File: src/rtl/p2fl_pkg.sv
// Types, constants and codes of the power-of-two free-list allocator.
`default_nettype none

package p2fl_pkg;

   // Field widths
   localparam int ADDR_W    = 32;
   localparam int SIZE_W    = 16;
   localparam int STAT_W    = 2;
   localparam int LIMIT_W   = 7;
   localparam int CSR_IDX_W = 1;

   // Heap geometry (byte and page counts are powers of two)
   localparam int WORD_BYTES      = 4;
   localparam int PAGE_BYTES      = 4096;
   localparam int HEAP_PAGES      = 64;
   localparam int MAX_BUCKETS     = 10;
   localparam int NUM_BUCKETS_DEF = 10;

   localparam int WORDS_PER_PAGE = PAGE_BYTES / WORD_BYTES;
   localparam int LINK_DEPTH     = HEAP_PAGES * WORDS_PER_PAGE;
   localparam int IDX_W          = $clog2(LINK_DEPTH);
   localparam int LINK_W         = IDX_W + 1;
   localparam int K_W            = $clog2(WORDS_PER_PAGE);
   localparam int PAGE_W         = $clog2(HEAP_PAGES);
   localparam int WB_SH          = $clog2(WORD_BYTES);
   localparam int PAGE_SH        = $clog2(PAGE_BYTES);
   localparam int CLS_W          = $clog2(MAX_BUCKETS + 1);

   // Request codes
   localparam logic FUNC_ALLOC = 1'b0;
   localparam logic FUNC_FREE  = 1'b1;

   // Response status codes
   localparam logic [STAT_W-1:0] STAT_OK        = 2'd0;
   localparam logic [STAT_W-1:0] STAT_TOO_LARGE = 2'd1;
   localparam logic [STAT_W-1:0] STAT_NO_MEMORY = 2'd2;
   localparam logic [STAT_W-1:0] STAT_BAD_FREE  = 2'd3;

   // Register indexes
   localparam logic [CSR_IDX_W-1:0] CSR_HEAP_BASE  = 1'b0;
   localparam logic [CSR_IDX_W-1:0] CSR_HEAP_LIMIT = 1'b1;

   // Shared adder request
   typedef struct packed {
      logic              sub;
      logic [ADDR_W-1:0] opa;
      logic [ADDR_W-1:0] opb;
   } alu_req_type;

   // Size class decode result
   typedef struct packed {
      logic [CLS_W-1:0] cls;
      logic             bad_free;
      logic             too_large;
   } cls_info_type;

endpackage

`default_nettype wire

File: src/rtl/p2fl_alu.sv
// Shared 32-bit add/subtract unit used by the decode and fill steps of the sequencer.
`default_nettype none

module p2fl_alu (
   input  p2fl_pkg::alu_req_type      req,
   output logic [p2fl_pkg::ADDR_W-1:0] sum
);
   import p2fl_pkg::*;

   always_comb begin
      if (req.sub) begin
         sum = req.opa - req.opb;
      end else begin
         sum = req.opa + req.opb;
      end
   end

endmodule

`default_nettype wire

File: config.mk
export PLATFORM = sky130hd
export DESIGN_NAME = p2fl_alu
export DESIGN_NICKNAME = d
export VERILOG_FILES = /design/src/rtl/p2fl_pkg.sv /design/src/rtl/p2fl_alu.sv
export SDC_FILE = /design/constraint.sdc
export NUM_CORES = 1
export LEC_CHECK = 0
export BUFFER_PORTS_ARGS = -buffer_cell sky130_fd_sc_hd__buf_2
export CAP_MARGIN = 15
export CORE_MARGIN = 2
export CORE_UTILIZATION = 30
export DETAILED_ROUTE_END_ITERATION = 10
export PLACE_DENSITY = 0.57
export RECOVER_POWER = 50
export SYNTH_ARGS = -nofsm -noshare
export SYNTH_HDL_FRONTEND = slang
export SYNTH_SLANG_ARGS = --single-unit
export TNS_END_PERCENT = 20
File: constraint.sdc
create_clock -name vclk -period 10.08
set_input_delay 2.016 -clock vclk [all_inputs]
set_output_delay 2.016 -clock vclk [all_outputs]
set_load 0.05 [all_outputs]
# --- Word level (Yosys, flattened, before mapping) ---
# Index checks and enable logic that the tools add are counted.
totals:
  regBits: 0
  elab_cells: 3
  out_inout_bits: 32
  in_bits: 65
op_classes:
  mux: 1
  add_sub_neg: 2
ops:
  columns: ["op", "n"]
  rows:
  - ["$add 32x32->32", 1]
  - ["$mux 32", 1]
  - ["$sub 32x32->32", 1]

# --- Longest topological paths before layout ---
logic_depth:
  word_depth: 2
  depth_mapped: 16
  ltp_nobuf: 15

# --- Worst setup path before layout ---
# No wires, ideal clock.
synth_timing:
  path_type: "input to output"
  startpoint: "in req[5] (netlist name)"
  endpoint: "out sum[30] (netlist name)"
  stages: 15
  required_ns: 8.064
  arrival_ns: 6.198
  path_buffers: 1
  setup_slack_ns: 1.866
  cell_sequence: "or4_4 > or3_4 > nor2_2 > nand2_1 > nor3_1 > a31oi_1 > xnor2_1 > ha_1 > clkbuf_1 > and3_1 > a32o_1 > a21oi_1 > a211oi_1 > or2_2 > a211oi_1"
synth_between:
  elab_chain_len: 2
  word_cells_on_any_way: 3
  cone_classes: "2 x add/sub; 1 x mux"
synth_rtl:
  columns: ["element", "line_no", "source"]
  rows:
  - ["start, declared", "p2fl_alu.sv:5", "input p2fl_pkg::alu_req_type req,"]
  - ["$add 32x32->32 / $sub 32x32->32 (equally long branches)", "p2fl_alu.sv:14, p2fl_alu.sv:12", null]
  - ["$mux 32 (*)", "p2fl_alu.sv:11", "if (req.sub) begin"]
  - ["end, declared", "p2fl_alu.sv:6", "output logic [p2fl_pkg::ADDR_W-1:0] sum"]
# Every way passes the cells marked *; elsewhere a longest branch is shown, timed or not.

# --- Worst setup path after layout ---
layout_timing:
  startpoint: "in req[5] (netlist name)"
  endpoint: "out sum[25] (netlist name)"
# The elaborated chain is that of the path after synthesis.

==> summary by stage <==
Synth
After synthesis, the cell types taking the most area are ha_1, xnor2_1, a21oi_1. Yosys mapped the design onto 51 distinct sky130hd cell types. The net count after synthesis is 446.

Synthesis produced a netlist whose cell count is between 300 and 400. In the post-synthesis netlist, the cell with the most instances is a21oi_1. The share of Yosys cell area claimed by the top area cell type is 17.0%.

The average instance area after synthesis is 6.77 sq um. The commonest cells after synthesis are a21oi_1, xnor2_1, nor2_1. The largest area contributor in the netlist is ha_1. Summing the sequential cell areas from Yosys gives 0% of the chip area.

The number of synthesis warnings is 0. Summing every instance area after synthesis gives around 2400 sq um.

Route
The total via count after detailed routing is between 2k and 3k. Wire segments on met3 add up to roughly 480 um in the final route. For this block, wires on met1 add up to between 3 and 4 mm. The residual DRC count is 0. After detailed routing, the met2 layer carries 3.28 mm of wire. The number of detailed-route iterations in the first pass is 4. In the routed layout, each cell is associated on average with a via count of 5.13. In the final routed layout, each cell accounts on average for 13.6 um. The uppermost signal routing layer after detailed routing is met4. The total routed wirelength is about 7.3 mm. The detailed router finished its first iteration with about 120 violations.

Once detail routing completed, the nets flagged for antenna violations numbered 0.

Power
The net switching power is 0.288 mW. The power consumption is 0.402 mW. In this run the static leakage power is 1.27 nW. The portion of total power attributed to sequential cells is 0%. The clock network accounts for 0% of the total power. The switching share of power is 71.7%. Across the VDD grid, the largest voltage drop is 0.0000743 V. Internal power comes to 0.114 mW. The share of total power dissipated in combinational logic is between 90% and 100%.

In this run the power density over the cells is 138 nW/um^2.

Floorplan
The horizontal die dimension is 92.6 um. After floorplanning, the core was divided into 32 placement rows. Once the floorplan was initialized, standard cells occupied 30.7% of the core. The chip height is 92.6 um. The core region is just under 8000 sq um. The area of the die is 8580 sq um. 97 I/O pins were placed.

Setup path
Data arrives at the worst endpoint at 6.59 ns. The endpoint class of the critical path is a primary output. Along the worst path, the maximum fanout reaches 7.

By instance count, the cell type seen most on the critical path is buf_2. The slowest library cell on the worst path is o21ai_0. The critical path is of the in2out type. Data on the critical path is required at its endpoint by 8.06 ns. The highest cell delay on the worst timing path is 0.65 ns. The worst setup path is launched from an input port. The signal on the critical path passes through buf_2, or4_4, or3_4, nor2_2, nand2_1, nor3_1, a21oi_1, xnor2_1, ha_1, nand3_1, or3_1, o21ai_0, a311oi_1, o31ai_1, xor2_1, buf_2.

Placement
The total half-perimeter wirelength after legalization and detailed placement is 6.33 mm. In this run the tool buffered the top-level ports with 97 buffer cells. The global placement routability congestion is approximately 0.92.

STA
The highest clock frequency the design can meet is between 100 and 150 MHz. The shortest period the worst path allows is 8.61 ns. The max-slew headroom at the worst pin is 10.4%. The total setup violations reported at the end of the flow is 0. The final critical-path share of the clock period is 85.4%. The final number of hold-violating endpoints is 0.

The actual slew at the worst max-slew pin is 1.34 ns. Setup repair after global routing left no endpoint under its margin. Summed over all failing endpoints, the final setup total negative slack is 0 ns.

The max-slew violation count is 0.

Final layout
In the finished design the tool counted flip-flops and latches totalling 0. The layout-stage area growth over the synthesis result is 23.2%. The multi-input combinational cells in the finished layout cover a total of 2250 sq um. The clock buffer count in the final layout is 0. The filler cells instantiated in the layout total roughly 840. The share of post-route cells with drive strength above 1 is 21.7%. The register area is 0 sq um. At the end of the flow, the number of nets in the layout was 534.

The repair_antennas step left the layout with diodes totalling 0.

Global routing
Global routing used around 16% of the available tracks across all layers. Summed over all layers, the global routing overflow is 0. The global-route wire length before repair is 11.9 mm. Entering global routing, the biggest net connects 32 pins. The number of global-route vias before repair is roughly 2.6k.

The number of antenna violations at the first check in global routing is 0.

Min path
The worst hold path belongs to the class in2out.

Job
Max-cap violations in this run came to 0.

Clocking
The count of instances resized after the clock tree is built is 0. The post-CTS setup buffer count is 0. The number of buffers added to fix hold violations after cts is 0.

Run status
The run finished with clean final reports.
## layer usage
layer / up-vias / GRT usage [%]
met4: 0 / 1.10
li1: 1442 / -
met3: 2 / 1.79
met2: 95 / 26.7
met5: - / 0
met1: 1212 / 24.1
## cell families (layout without fill, tap and decap cells)
logic type,after synthesis,in the layout,synth area share [%]
compound gates,105,105,28.0
mux,2,2,0.902
xor+xnor,58,58,21.9
buf+inv,26,112,4.25
fa+ha+maj,33,33,17.8
simple gates,124,124,27.2
## critical path: cells and delay by family
family | cells | cell delay, ns
AND/OR/NAND/NOR | 7 | 1.92
adder cells (fa/ha/maj) | 1 | 0.41
AO/OA/AOI/OAI | 4 | 1.50
buffers and inverters | 2 | 0.38
XOR/XNOR | 2 | 0.36
## final timing paths
check,startpoint,endpoint,cells after the start
worst min-delay path,req[33],sum[1],3
worst max-delay path,req[5],sum[25],16
## power groups by stage
stage	Combinational, mW	Sequential (mW)	Clock (mW)
floorplan	0.314	0	0
global placement	0.406	0	0
detailed placement	0.406	0	0
CTS	0.407	0	0
global route	0.432	0	0
finish	0.402	0	0
## stage by stage
stage / hold slack [ns] / util (%) / area (sq um) / std cells / worst slack [ns]
floorplan: 4.32 / - / 2360 / 348 / 1.87
global placement: 4.51 / 38.1 / 2930 / 536 / 2.09
detailed placement: 4.50 / 38.1 / 2930 / 536 / 2.02
CTS: 4.51 / 38.1 / 2930 / 536 / 2.00
global route: 4.60 / 37.8 / 2900 / 536 / 1.14
finish: 4.58 / 37.8 / 2900 / 536 / 1.47
## cells in the final DEF, fill, tap and decap left out, types with 4 or more instances in the layout
master    count
nand4_1       5
o21bai_1      6
nand2_1      24
xor2_1       15
a21o_1        7
a31oi_1       7
o21a_1        5
and3_1        5
buf_2        82
nor4_1        4
nand3_1       9
xnor2_1      42
o21ai_0      18
nor2_1       38
or3_1         4
nor2b_1       5
inv_1        15
nor3_1       17
clkbuf_1     15
ha_1         32
a21oi_1      45
## cell type report
| type | instances | area share (%) |
|---|---|---|
| well taps | 102 | 4.39 |
| multi-input cells | 322 | 77.6 |
| inverters | 15 | 1.94 |
| repair buffers | 97 | 16.1 |
(Power assumes the default switching activity.)
