### config.mk
export PLATFORM = sky130hd
export DESIGN_NAME = p2fl_class_dec
export DESIGN_NICKNAME = d
export VERILOG_FILES = /design/src/rtl/p2fl_pkg.sv /design/src/rtl/p2fl_class_dec.sv
export SDC_FILE = /design/constraint.sdc
export NUM_CORES = 1
export LEC_CHECK = 0
export BUFFER_PORTS_ARGS = -buffer_cell sky130_fd_sc_hd__clkbuf_2
export CAP_MARGIN = 25
export CORE_AREA = 2 2 39 41
export DETAILED_ROUTE_END_ITERATION = 7
export DIE_AREA = 0 0 41 43
export PLACE_DENSITY = 0.55
export SYNTH_ARGS = -nofsm -noshare
export SYNTH_HDL_FRONTEND = slang
export SYNTH_SLANG_ARGS = --single-unit
### constraint.sdc
create_clock -name vclk -period 4.1
set_input_delay 0.205 -clock vclk [all_inputs]
set_output_delay 0.205 -clock vclk [all_outputs]
set_load 0.1 [all_outputs]
### src/rtl/p2fl_pkg.sv
// Types, constants and codes of the power-of-two free-list allocator.
`default_nettype none

package p2fl_pkg;

   // Field widths
   localparam int ADDR_W    = 32;
   localparam int SIZE_W    = 16;
   localparam int STAT_W    = 2;
   localparam int LIMIT_W   = 7;
   localparam int CSR_IDX_W = 1;

   // Heap geometry (byte and page counts are powers of two)
   localparam int WORD_BYTES      = 4;
   localparam int PAGE_BYTES      = 4096;
   localparam int HEAP_PAGES      = 64;
   localparam int MAX_BUCKETS     = 10;
   localparam int NUM_BUCKETS_DEF = 10;

   localparam int WORDS_PER_PAGE = PAGE_BYTES / WORD_BYTES;
   localparam int LINK_DEPTH     = HEAP_PAGES * WORDS_PER_PAGE;
   localparam int IDX_W          = $clog2(LINK_DEPTH);
   localparam int LINK_W         = IDX_W + 1;
   localparam int K_W            = $clog2(WORDS_PER_PAGE);
   localparam int PAGE_W         = $clog2(HEAP_PAGES);
   localparam int WB_SH          = $clog2(WORD_BYTES);
   localparam int PAGE_SH        = $clog2(PAGE_BYTES);
   localparam int CLS_W          = $clog2(MAX_BUCKETS + 1);

   // Request codes
   localparam logic FUNC_ALLOC = 1'b0;
   localparam logic FUNC_FREE  = 1'b1;

   // Response status codes
   localparam logic [STAT_W-1:0] STAT_OK        = 2'd0;
   localparam logic [STAT_W-1:0] STAT_TOO_LARGE = 2'd1;
   localparam logic [STAT_W-1:0] STAT_NO_MEMORY = 2'd2;
   localparam logic [STAT_W-1:0] STAT_BAD_FREE  = 2'd3;

   // Register indexes
   localparam logic [CSR_IDX_W-1:0] CSR_HEAP_BASE  = 1'b0;
   localparam logic [CSR_IDX_W-1:0] CSR_HEAP_LIMIT = 1'b1;

   // Shared adder request
   typedef struct packed {
      logic              sub;
      logic [ADDR_W-1:0] opa;
      logic [ADDR_W-1:0] opb;
   } alu_req_type;

   // Size class decode result
   typedef struct packed {
      logic [CLS_W-1:0] cls;
      logic             bad_free;
      logic             too_large;
   } cls_info_type;

endpackage

`default_nettype wire

### src/rtl/p2fl_class_dec.sv
// Size class decoder: smallest class whose block holds the requested size.
`default_nettype none

module p2fl_class_dec #(
   parameter int NUM_BUCKETS = p2fl_pkg::NUM_BUCKETS_DEF
) (
   input  logic [p2fl_pkg::SIZE_W-1:0] size_bytes,
   output p2fl_pkg::cls_info_type      info
);
   import p2fl_pkg::*;

   always_comb begin
      logic big;
      big            = 1'b0;
      info.cls       = CLS_W'(NUM_BUCKETS);
      info.bad_free  = 1'b1;
      // walk downward so the smallest fitting class wins
      for (int c = NUM_BUCKETS - 1; c >= 0; c--) begin
         if (ADDR_W'(size_bytes) <= ADDR_W'(WORD_BYTES << c)) begin
            info.cls      = CLS_W'(c);
            info.bad_free = 1'b0;
            big           = (WORD_BYTES << c) > PAGE_BYTES;
         end
      end
      info.too_large = info.bad_free | big;
   end

endmodule

`default_nettype wire

[Word-level counts from Yosys, hierarchy flattened]
Cells that the tools add are included.
Word-level totals
  register bits: 0
  latch bits: 0
  bits in writable memories: 0
  memory bits (read-only): 0
  input bits: 16
  output and inout port bits: 6
  logic and storage cells: 20
  memories kept: 0
Cells by class
  $add $sub $neg: 0
  multiply operators: 0
  divide/modulo/power cells: 0
  order comparisons: 10
  equal/unequal tests: 0
  shifts and indexed selects: 0
  multiplexer cells: 10
  bitwise gates (word level): 0
  reduce and logical (&&, ||, !) cells: 0
Operators with widths (count)
  $mux 5: 8
  $le 16x10->1 const B: 1
  $le 16x11->1 const B: 1
  $le 16x12->1 const B: 1
  $le 16x3->1 const B: 1
  $le 16x4->1 const B: 1
  $le 16x5->1 const B: 1
  $le 16x6->1 const B: 1
  $le 16x7->1 const B: 1
  $le 16x8->1 const B: 1
  $le 16x9->1 const B: 1
  $mux 3: 2

[Longest topological paths before layout]
  word-level depth: 11
  mapped depth: 6
  mapped depth without buffers: 5

[Worst setup path before layout]
No wires, ideal clock.
  kind: input to output
  start point: input size_bytes[5] (netlist name)
  end point: output info[3] (netlist name)
  data arrival time: 3.948 ns
  data required time: 3.895 ns
  slack: -0.053 ns
  cell stages on the path: 4
  cells stage by stage: nor4_1 -> nand3_1 -> a2111o_1 -> a211oi_1
RTL lines
  start, declared: line p2fl_class_dec.sv:7  | input logic [p2fl_pkg::SIZE_W-1:0] size_bytes,
  end, declared: line p2fl_class_dec.sv:8  | output p2fl_pkg::cls_info_type info

==> flow_metrics.py <==
metrics = {
    "pwr": {
        "cellPowerDensity_nw_per_um2": 64.5,
        "ir_worst_vdd_mv": 0.0249,
        "power.leakage_uw": 0.000151,
    },
    "critical_path": {
        "crit_chain": "clkbuf_2 -> or4_4 -> or4_4 -> a2111oi_4 -> o21a_1 -> a2111o_1 -> clkbuf_2",
        "crit_path_end_kind": "output pin",
        "critical_path.startpoint": "size_bytes[12]",
        "cp.buffers_inverters": 2,
        "critPathMaxFanout": 7,
        "critical_path.startpoint_type": "input port",
        "timing.critical_path.max_delay_family": "simple AND/OR/NAND/NOR gates",
        "crit_path_top_delay_cell": "sky130_fd_sc_hd__or4_4",
        "critPathKind": "in -> out",
        "max_stage_delay_ns": 0.55,
        "worstSetupPathDepth": 7,
        "worst_ep_required_time_ns": 3.89,
        "crit_arrival_ns": 2.44,
    },
    "min_path": {
        "hold_path_startpoint": "size_bytes[10]",
        "hold_depth": 4,
        "hp-class": "in -> out",
    },
    "finish": {
        "layout.sequential_cells": 0,
        "fraction_of_final_layout_cells_with_drive_strength_greater_than_1_pct": 51.6,
        "flow.area_growth_from_synthesis_pct": 38.4,
        "ant_cells": 0,
        "finish.net_count": 80,
        "final_core_utilization_pct": 30.3,
        "nClkBuffers": 0,
        "fin_area_um2": 419,
        "area.sequential_um2": 0,
    },
    "global_routing": {
        "grt_first_pass_wirelength_mm": 1.29,
        "antenna_violations_before_repair": 0,
        "grt.overflow.total": 0,
        "track_usage_pct": 9.59,
        "maximum_number_of_pins_on_one_net_before_global_route_repair": 8,
        "grt_pass1_vias": 339,
    },
    "synthesis": {
        "synth.yosys.seq_area_share_pct": 0,
        "yosys-mux-area-fraction_pct": 0,
        "synth.cell_area_um2": 303,
        "synth-warning-count": 0,
        "netlist_instances": 42,
        "synth_cell_type_count": 25,
        "synth_adder_area_share_pct": 0,
        "simple_gate_portion_of_the_synthesized_area_pct": 42.6,
        "yosys.area_share.xor_xnor_pct": 0,
        "synth.avg_cell_area_um2": 7.21,
        "dominant_combinational_cell_family_by_area_after_synthesis": "compound AO/OA/AOI/OAI gates",
        "synth_fp_nets": 58,
        "synth_compound_area_share_pct": 47.5,
    },
    "floorplanning": {
        "num_rows": 14,
        "design.die.area_um2": 1760,
        "die_height_um": 43,
        "floorplan.core_area_um2": 1380,
        "floorplan.die.width_um": 41,
        "io-pin-count": 22,
        "floorplan.initialDensity_pct": 21.9,
    },
    "timing": {
        "tmin_final_ns": 2.64,
        "final.period_utilization_pct": 64.4,
        "timing.slew.headroom_pct": 53.7,
        "fmax_mhz": 379,
        "slew_viol_final": 0,
        "totalNegativeSetupSlack_ns": 0,
        "hold_violations": 0,
        "setup-violations-final": 0,
        "worst-slew-pin-transition_ns": 0.689,
        "rsz0062_at_grt": "no",
    },
    "clocking": {
        "cts_hold_buffers": 0,
        "post_cts_buffers": 0,
        "cts_resized": 0,
    },
    "placement": {
        "gp_routability_congestion": 0.843,
        "number_of_i_o_port_buffers": 22,
        "cell_area_reported_after_detailed_placement_um2": 419,
        "hpwl_um": 704,
    },
    "detailed_routing": {
        "drt_first_iter_violations": 5,
        "drcViolationCount": 0,
        "post_drt_via_cell_ratio": 5.05,
        "drt-pass1-iter-count": 3,
        "detailed_route_via_count": 394,
        "routed_wl_um": 795,
        "route.detailed.wl_per_inst_um": 10.2,
        "drt.antenna.violating_nets": 0,
    },
    "status": {
        "run_status": "complete, no violations",
    },
    "job": {
        "drv_cap": 0,
    },
}
-- synth_stat cells, types with 2 or more instances --
cell	instances	area share, %
sky130_fd_sc_hd__a211oi_1	3	7.4
sky130_fd_sc_hd__a21oi_1	2	3.3
sky130_fd_sc_hd__o21ai_0	2	3.3
sky130_fd_sc_hd__inv_1	3	3.7
sky130_fd_sc_hd__nand3_1	3	5.0
sky130_fd_sc_hd__nand4b_1	2	5.8
sky130_fd_sc_hd__nand2_1	3	3.7
sky130_fd_sc_hd__a2111o_1	2	7.4
sky130_fd_sc_hd__nor2_1	5	6.2
sky130_fd_sc_hd__or4_4	2	7.4
-- where the power goes --
part	leakage, µW	switching (µW)	internal, µW
logic	0.000151	17.9	9.07
registers	0	0	0
clock network	0	0	0
total	0.000151	17.9	9.07
-- logic make-up (layout without fill, tap and decap cells) --
family,count (synthesis),after routing
simple gates,21,21
buf+inv,5,25
compound gates,16,16
-- worst paths after layout --
check                     end
worst max-delay path  info[2]
worst min-delay path  info[4]
-- layout make-up --
cell class / instances / area [µm²]
multi-input combinational: 37 / 278
inverter: 3 / 11.3
tap: 16 / 20.0
fill: 149 / 965
timing repair buffer: 22 / 110
-- layout by cell type, fill, tap and decap left out, types with 2 or more instances in the layout --
cell	netlist	final
sky130_fd_sc_hd__clkbuf_2	0	22
sky130_fd_sc_hd__o21ai_0	2	2
sky130_fd_sc_hd__a211oi_1	3	2
sky130_fd_sc_hd__a211oi_2	1	2
sky130_fd_sc_hd__inv_1	3	3
sky130_fd_sc_hd__nand3_1	3	3
sky130_fd_sc_hd__a21oi_1	2	2
sky130_fd_sc_hd__or4_4	2	2
sky130_fd_sc_hd__a2111o_1	2	2
sky130_fd_sc_hd__nand2_1	3	3
sky130_fd_sc_hd__nand4b_1	2	2
sky130_fd_sc_hd__nor2_1	5	5
-- worst min-delay path, delay by kind of cell --
family | cells | cell delay, ns
buf+inv | 2 | 0.47
compound gates | 1 | 0.16
simple gates | 1 | 0.06
-- metrics by stage --
stage	total power, µW	worst slack [ns]	hold slack [ns]	cells
detailed placement	27.0	1.45	1.11	78
floorplan	13.6	0.867	0.775	42
global route	29.2	1.36	1.13	78
global placement	27.1	1.45	1.12	78
finish	27.0	1.46	1.11	78
CTS	27.1	1.45	1.11	78
-- per-layer routing --
metal / routed length [µm] / up-vias / global-route usage [%]
li1: - / 212 / -
met1: 361 / 174 / 13.9
met2: 392 / 8 / 15.6
met3: 41 / 0 / 0
met4: 0 / 0 / 1.33
met5: 0 / - / 0
No activity file was read; power rests on OpenSTA's default activity.
